==> config.mk <==
export PLATFORM = sky130hd
export DESIGN_NAME = flag_escape_deframer_top
export DESIGN_NICKNAME = d
export VERILOG_FILES = /design/src/rtl/fed_pkg.sv /design/src/rtl/flag_escape_deframer_top.sv
export SDC_FILE = /design/constraint.sdc
export NUM_CORES = 1
export LEC_CHECK = 0
export ABC_AREA = 1
export BUFFER_PORTS_ARGS = -buffer_cell sky130_fd_sc_hd__buf_2
export CORE_AREA = 3 3 109 111
export CTS_BUF_LIST = sky130_fd_sc_hd__clkbuf_8
export CTS_CLUSTER_SIZE = 28
export DETAILED_ROUTE_END_ITERATION = 6
export DIE_AREA = 0 0 112 114
export PLACE_DENSITY_LB_ADDON = 0.1
export SETUP_SLACK_MARGIN = 0.05
export SYNTH_ARGS = -nofsm -noshare
export SYNTH_HDL_FRONTEND = slang
export SYNTH_SLANG_ARGS = --single-unit
==> constraint.sdc <==
create_clock -name clk_i -period 2.3 [get_ports clk_i]
set_input_delay 0.23 -clock clk_i [delete_from_list [all_inputs] [get_ports clk_i]]
set_output_delay 0.23 -clock clk_i [all_outputs]
set_load 0.05 [all_outputs]
==> src/rtl/fed_pkg.sv <==
// ----------------------------------------------------------------------------
// fed_pkg
// shared constants and types for the flag/escape byte deframer
// ----------------------------------------------------------------------------
package fed_pkg;

  // framing bytes
  localparam logic [7:0] FLAG_BYTE     = 8'h7E;
  localparam logic [7:0] ESC_BYTE      = 8'h7D;
  localparam logic [7:0] ESC_FLAG_CODE = 8'h5E;
  localparam logic [7:0] ESC_ESC_CODE  = 8'h5D;

  // length counter and limit register
  localparam int unsigned LEN_W = 24;
  localparam logic [LEN_W-1:0] LIMIT_RESET = LEN_W'(1024 * 1024 * 10);

  // output tdata: data byte, error flag, raw length, padded to whole bytes
  localparam int unsigned OUT_FIELDS_W = 8 + 1 + LEN_W;
  localparam int unsigned OUT_DATA_W   = ((OUT_FIELDS_W + 7) / 8) * 8;

  // result kinds carried on tuser
  typedef enum logic [1:0] {
    KIND_DATA  = 2'd0,
    KIND_END   = 2'd1,
    KIND_ABORT = 2'd2
  } kind_e;

endpackage

==> src/rtl/flag_escape_deframer_top.sv <==
// ----------------------------------------------------------------------------
// flag_escape_deframer_top
// removes 0x7E flags and 0x7D escapes from a received byte stream, emits
// payload bytes, frame ends with raw length, and aborts for over-long frames
// ----------------------------------------------------------------------------
//  channel   dir  signals                     content
//  s_axis    in   tvalid tready tdata[7:0]    rx_byte
//  m_axis    out  tvalid tready tdata tuser   data byte, error, length / kind
//  cfg       in   valid ready data[23:0]      max_raw_length
//
//  one beat in per cycle sustained while m_axis does not stall; a beat is
//  held in the input register, is decoded on the move into the output
//  register, and any result it yields is offered on m_axis from there.
//  reset clears the frame state, the pipeline valids and loads the limit
//  with 10485760. a stall on m_axis holds the output register; the input
//  register takes a beat while it is empty or while its own beat can move on.
// ----------------------------------------------------------------------------
module flag_escape_deframer_top
  import fed_pkg::*;
(
  input  logic                  clk_i,
  input  logic                  rst_ni,
  // input stream
  input  logic                  s_axis_tvalid,
  output logic                  s_axis_tready,
  input  logic [7:0]            s_axis_tdata,   // [7:0] rx_byte
  // result stream
  output logic                  m_axis_tvalid,
  input  logic                  m_axis_tready,
  output logic [OUT_DATA_W-1:0] m_axis_tdata,   // [7:0] data_byte, [8] escape_error,
                                                // [32:9] frame_raw_length, rest zero
  output logic [1:0]            m_axis_tuser,   // [1:0] result_kind
  // limit register write
  input  logic                  cfg_valid_i,
  output logic                  cfg_ready_o,
  input  logic [LEN_W-1:0]      cfg_data_i
);

  // limit register
  logic [LEN_W-1:0] max_len_q;

  // input register
  logic       in_valid_q;
  logic [7:0] in_byte_q;

  // frame state
  logic             esc_pend_q, esc_pend_d;
  logic             bad_esc_q, bad_esc_d;
  logic [LEN_W-1:0] raw_cnt_q, raw_cnt_d;

  // output register
  logic             out_valid_q;
  kind_e            out_kind_q;
  logic [7:0]       out_byte_q;
  logic             out_err_q;
  logic [LEN_W-1:0] out_len_q;

  // decode result
  logic             res_valid;
  kind_e            res_kind;
  logic [7:0]       res_byte;
  logic             res_err;
  logic [LEN_W-1:0] res_len;

  logic consume;

  // pipeline handshake
  assign consume       = in_valid_q && (!out_valid_q || m_axis_tready);
  assign s_axis_tready = !in_valid_q || consume;
  assign cfg_ready_o   = 1'b1;

  // limit register write
  always_ff @(posedge clk_i or negedge rst_ni) begin
    if (!rst_ni) begin
      max_len_q <= LIMIT_RESET;
    end else if (cfg_valid_i) begin
      max_len_q <= cfg_data_i;
    end
  end

  // input register
  always_ff @(posedge clk_i or negedge rst_ni) begin
    if (!rst_ni) begin
      in_valid_q <= 1'b0;
    end else if (s_axis_tready) begin
      in_valid_q <= s_axis_tvalid;
    end
  end

  always_ff @(posedge clk_i) begin
    if (s_axis_tready && s_axis_tvalid) begin
      in_byte_q <= s_axis_tdata;
    end
  end

  // byte decode and frame state update
  always_comb begin
    esc_pend_d = esc_pend_q;
    bad_esc_d  = bad_esc_q;
    raw_cnt_d  = raw_cnt_q;
    res_valid  = 1'b0;
    res_kind   = KIND_DATA;
    res_byte   = '0;
    res_err    = 1'b0;
    res_len    = '0;
    if (in_byte_q == FLAG_BYTE) begin
      // flag: close frame if it holds anything
      esc_pend_d = 1'b0;
      bad_esc_d  = 1'b0;
      raw_cnt_d  = '0;
      if (raw_cnt_q != '0) begin
        res_valid = 1'b1;
        res_kind  = KIND_END;
        res_err   = bad_esc_q;
        res_len   = raw_cnt_q;
      end
    end else if (raw_cnt_q >= max_len_q) begin
      // frame too long
      esc_pend_d = 1'b0;
      bad_esc_d  = 1'b0;
      raw_cnt_d  = '0;
      res_valid  = 1'b1;
      res_kind   = KIND_ABORT;
    end else begin
      raw_cnt_d = raw_cnt_q + 1'b1;
      if (esc_pend_q) begin
        // second byte of an escape pair
        esc_pend_d = 1'b0;
        if (in_byte_q == ESC_FLAG_CODE) begin
          res_valid = 1'b1;
          res_byte  = FLAG_BYTE;
        end else if (in_byte_q == ESC_ESC_CODE) begin
          res_valid = 1'b1;
          res_byte  = ESC_BYTE;
        end else begin
          bad_esc_d = 1'b1;
        end
      end else if (in_byte_q == ESC_BYTE) begin
        esc_pend_d = 1'b1;
      end else begin
        res_valid = 1'b1;
        res_byte  = in_byte_q;
      end
    end
  end

  // frame state registers
  always_ff @(posedge clk_i or negedge rst_ni) begin
    if (!rst_ni) begin
      esc_pend_q <= 1'b0;
      bad_esc_q  <= 1'b0;
      raw_cnt_q  <= '0;
    end else if (consume) begin
      esc_pend_q <= esc_pend_d;
      bad_esc_q  <= bad_esc_d;
      raw_cnt_q  <= raw_cnt_d;
    end
  end

  // output register
  always_ff @(posedge clk_i or negedge rst_ni) begin
    if (!rst_ni) begin
      out_valid_q <= 1'b0;
    end else if (consume) begin
      out_valid_q <= res_valid;
    end else if (m_axis_tready) begin
      out_valid_q <= 1'b0;
    end
  end

  always_ff @(posedge clk_i) begin
    if (consume && res_valid) begin
      out_kind_q <= res_kind;
      out_byte_q <= res_byte;
      out_err_q  <= res_err;
      out_len_q  <= res_len;
    end
  end

  assign m_axis_tvalid = out_valid_q;
  assign m_axis_tuser  = out_kind_q;
  assign m_axis_tdata  = OUT_DATA_W'({out_len_q, out_err_q, out_byte_q});

  // a pending escape always sits inside a counted frame
  a_esc_in_frame: assert property (@(posedge clk_i) disable iff (!rst_ni)
    esc_pend_q |-> raw_cnt_q != '0)
    else $error("escape pending with empty frame");

  // only frame ends carry length and error
  a_end_fields: assert property (@(posedge clk_i) disable iff (!rst_ni)
    (out_valid_q && out_kind_q != KIND_END) |-> (out_len_q == '0 && !out_err_q))
    else $error("length or error on a non frame-end result");

  // an abort or frame end restarts the frame
  a_restart: assert property (@(posedge clk_i) disable iff (!rst_ni)
    (consume && res_valid && res_kind != KIND_DATA) |=>
      (raw_cnt_q == '0 && !esc_pend_q && !bad_esc_q))
    else $error("frame state not cleared after end or abort");

  // a frame end never reports an empty frame
  a_end_len: assert property (@(posedge clk_i) disable iff (!rst_ni)
    (out_valid_q && out_kind_q == KIND_END) |-> out_len_q != '0)
    else $error("frame end with zero length");

endmodule
==> qor.yml <==
detailed_routing:
  drc: 0
  antenna_left: 0
  routed_wirelength_mm: 11.3
  via_per_inst: 4.88
  wl_per_cell_um: 14.2
  drtIter0Drc: 199
  dr_total_vias: 3866
  dr.pass1.iters: 4
hold_path:
  min_to: "in_byte_q[0]"
  hold_path.startpoint: "s_axis_tdata[0]"
  whs_path_depth: 1
  worst_hold_path_type: "input pin to flop"
final_layout:
  diodes: 0
  final_cell_mix: "nand2_1, inv_1, buf_2"
  fin_cells: 792
  final_nets: 710
  final_common_cell: "nand2_1"
  drive_gt1_frac: 0.238
  area_delta_synth_final_pct: 20.8
yosys:
  synth.distinct_cells: 32
  yosys-top-cells-area: "edfxtp_1, dfrtp_1, nand2_1, ha_1, inv_1"
  yosysSeqAreaShare: 0.531
  syn_area_per_cell_sq_um: 8.93
  synth_area_sq_mm: 0.00489
  ys_warn_count: 0
  yosysTopAreaCell: "edfxtp_1"
  synth_top_area_share: 0.264
  synthCells: 548
  ys_ff_latch: 95
sta:
  grt_setup_unrepaired: "yes"
  setup_ws_ns: 0.0957
  finalCritPeriodShare: 0.958
  fin_crit_ns: 2.20
  worstMarginPinSlew_ns: 0.711
  slew_violations: 0
  fin_tns_setup_ns: 0
  hold_viol: 0
  finalSetupViolations: 0
  fmax_mhz: 454
  skew_ns: 0.0129
  maxSlewHeadroom: 0.526
setup_path:
  path_cells: "inv_2 -> ha_4 -> a21o_1 -> nor2_1 -> nand2_1 -> a21oi_2 -> nand4_1 -> nand2_2 -> clkinvlp_4 -> clkbuf_16"
  timing.rr.end: "out_len_q[10]"
  crit_family: "buffers and inverters"
  cp-end-kind: "flop"
  cp_data_arrival_time_ns: 2.36
  critPathMaxFanout: 7
  slowest_stage: "dfstp_2"
  critical-path-max-stage-delay_ns: 0.53
  required_ns: 2.45
  cp_num_buf_inv: 3
  rrSetupSlack_ns: 0.1
  cp-start-kind: "flop"
  rr_worst_depth: 10
  r2r_start: "max_len_q[23]"
  worstSetupPathType: "flop to flop"
global_routing:
  grt_pass1_wl_mm: 18.1
  antenna_found_initial: 0
  grt_pass1_vias: 3715
  grt_max_degree: 31
  grt_use_total: 0.178
  grt.overflow.total: 0
floorplan:
  start_util: 0.449
  die-area_sq_mm: 0.0128
  ios: 82
  rows: 38
  die_h_um: 114
  core_sq_mm: 0.0109
  die_x_um: 112
clock_network:
  cts-buffers-inserted: 9
  h-tree-depth: 3
  cts_buffer_depth: 2
  clk-insertion-delay-late_ns: 0.38
  cts_sinks: 95
  cts_tree: "yes"
  clock-root-buffer: "clkbuf_8"
  clk_pin_slew_ns: 0.10
pwr:
  ir_worst_vdd_mv: 0.442
  leakage_nw: 2.78
  powerDensity_mw_per_mm2: 918
placement:
  post-place-ws_ns: 0.111
  dp_cells: 765
  port-buffer-count: 73
  hpwl_mm: 8.33
  globalplace.congestion: 0.863
job:
  maxCapViolations: 0
run_status:
  outcome: "finished, final reports clean"
==> synthesized netlist by cell type (all sizes together) <==
cell type  instances
nand3             28
edfxtp            43
a21o               2
ha                26
mux2               1
dfrtp             50
inv               75
o21ai             33
nand4             13
a21oi             37
nor3               4
nand2            123
clkinv             1
dfstp              2
buf               15
a21boi             3
nor2              73
o22ai              1
nand3b             1
xor2               8
conb               2
clkbuf             7
==> cell families after synthesis <==
family	synth area share
buffers and inverters	0.0837
other	0.00154
AOI/OAI and AO/OA	0.0875
muxes	0.00230
DFF	0.531
and+or+nand+nor	0.214
xor gates and xnor gates	0.0143
adders and majority gates	0.0665
==> per-layer routing <==
metal  GRT usage  up-vias  share of wire
met2       0.284       71           0.47
met1       0.245     1824           0.48
li1            -     1956              -
met3      0.0403       15          0.042
met4      0.0537        0          0.014
met5           0        -              0
==> cell type report <==
| type | count | area (sq um) |
|---|---|---|
| timing repair buffer | 104 | 689 |
| multi-input combinational | 361 | 1960 |
| tap | 140 | 175 |
| fill | 1030 | 4980 |
| sequential | 95 | 2600 |
| clock buffer | 10 | 138 |
| inverter | 76 | 289 |
| clock inverter | 6 | 61.3 |
==> sequential cells by signal (all words and copies together), names as in the netlist <==
signal,count
out_byte_q,8
in_byte_q,8
in_valid_q,1
bad_esc_q,1
esc_pend_q,1
out_len_q,24
m_axis_tvalid,1
out_err_q,1
raw_cnt_q,24
max_len_q,24
m_axis_tuser,2
==> power breakdown <==
group	total, mW	switching [mW]	internal, mW
logic	2.02	1.32	0.705
clock network	1.12	0.598	0.527
registers	2.28	0.191	2.09
total	5.42	2.10	3.32
==> worst max path at each step <==
stage                       start              end  slack, ns  cells past startpoint
floorplan           max_len_q[21]  m_axis_tuser[0]       0.02                     10
global placement    max_len_q[23]  m_axis_tuser[0]       0.13                     11
detailed placement  max_len_q[23]  m_axis_tuser[0]       0.11                     11
CTS                 max_len_q[23]  m_axis_tuser[0]       0.10                     11
global route        max_len_q[21]    out_len_q[10]      -0.05                     11
finish              max_len_q[23]    out_len_q[10]        0.1                     10
==> per-stage QoR <==
| step | hold WS (ns) | power, mW | cell area [sq um] | util |
|---|---|---|---|---|
| 2_1_floorplan | -0.0656 | 3.59 | 4950 | - |
| 3_3_place_gp | 0.331 | 4.21 | 5570 | 0.511 |
| 3_5_place_dp | 0.321 | 4.25 | 5570 | 0.511 |
| 4_1_cts | 0.00566 | 5.38 | 5770 | 0.530 |
| 5_1_grt | 0.00232 | 5.80 | 5910 | 0.543 |
| 6_report | 0.0252 | 5.42 | 5910 | 0.543 |
==> what timing repair did <==
action,in CTS,in global routing
buffers inserted,0,7
setup endpoints to repair,0,33
endpoints found under the hold margin,24,0
hold buffers,1,0
resized for setup,0,7
No activity file was read; power rests on OpenSTA's default activity.
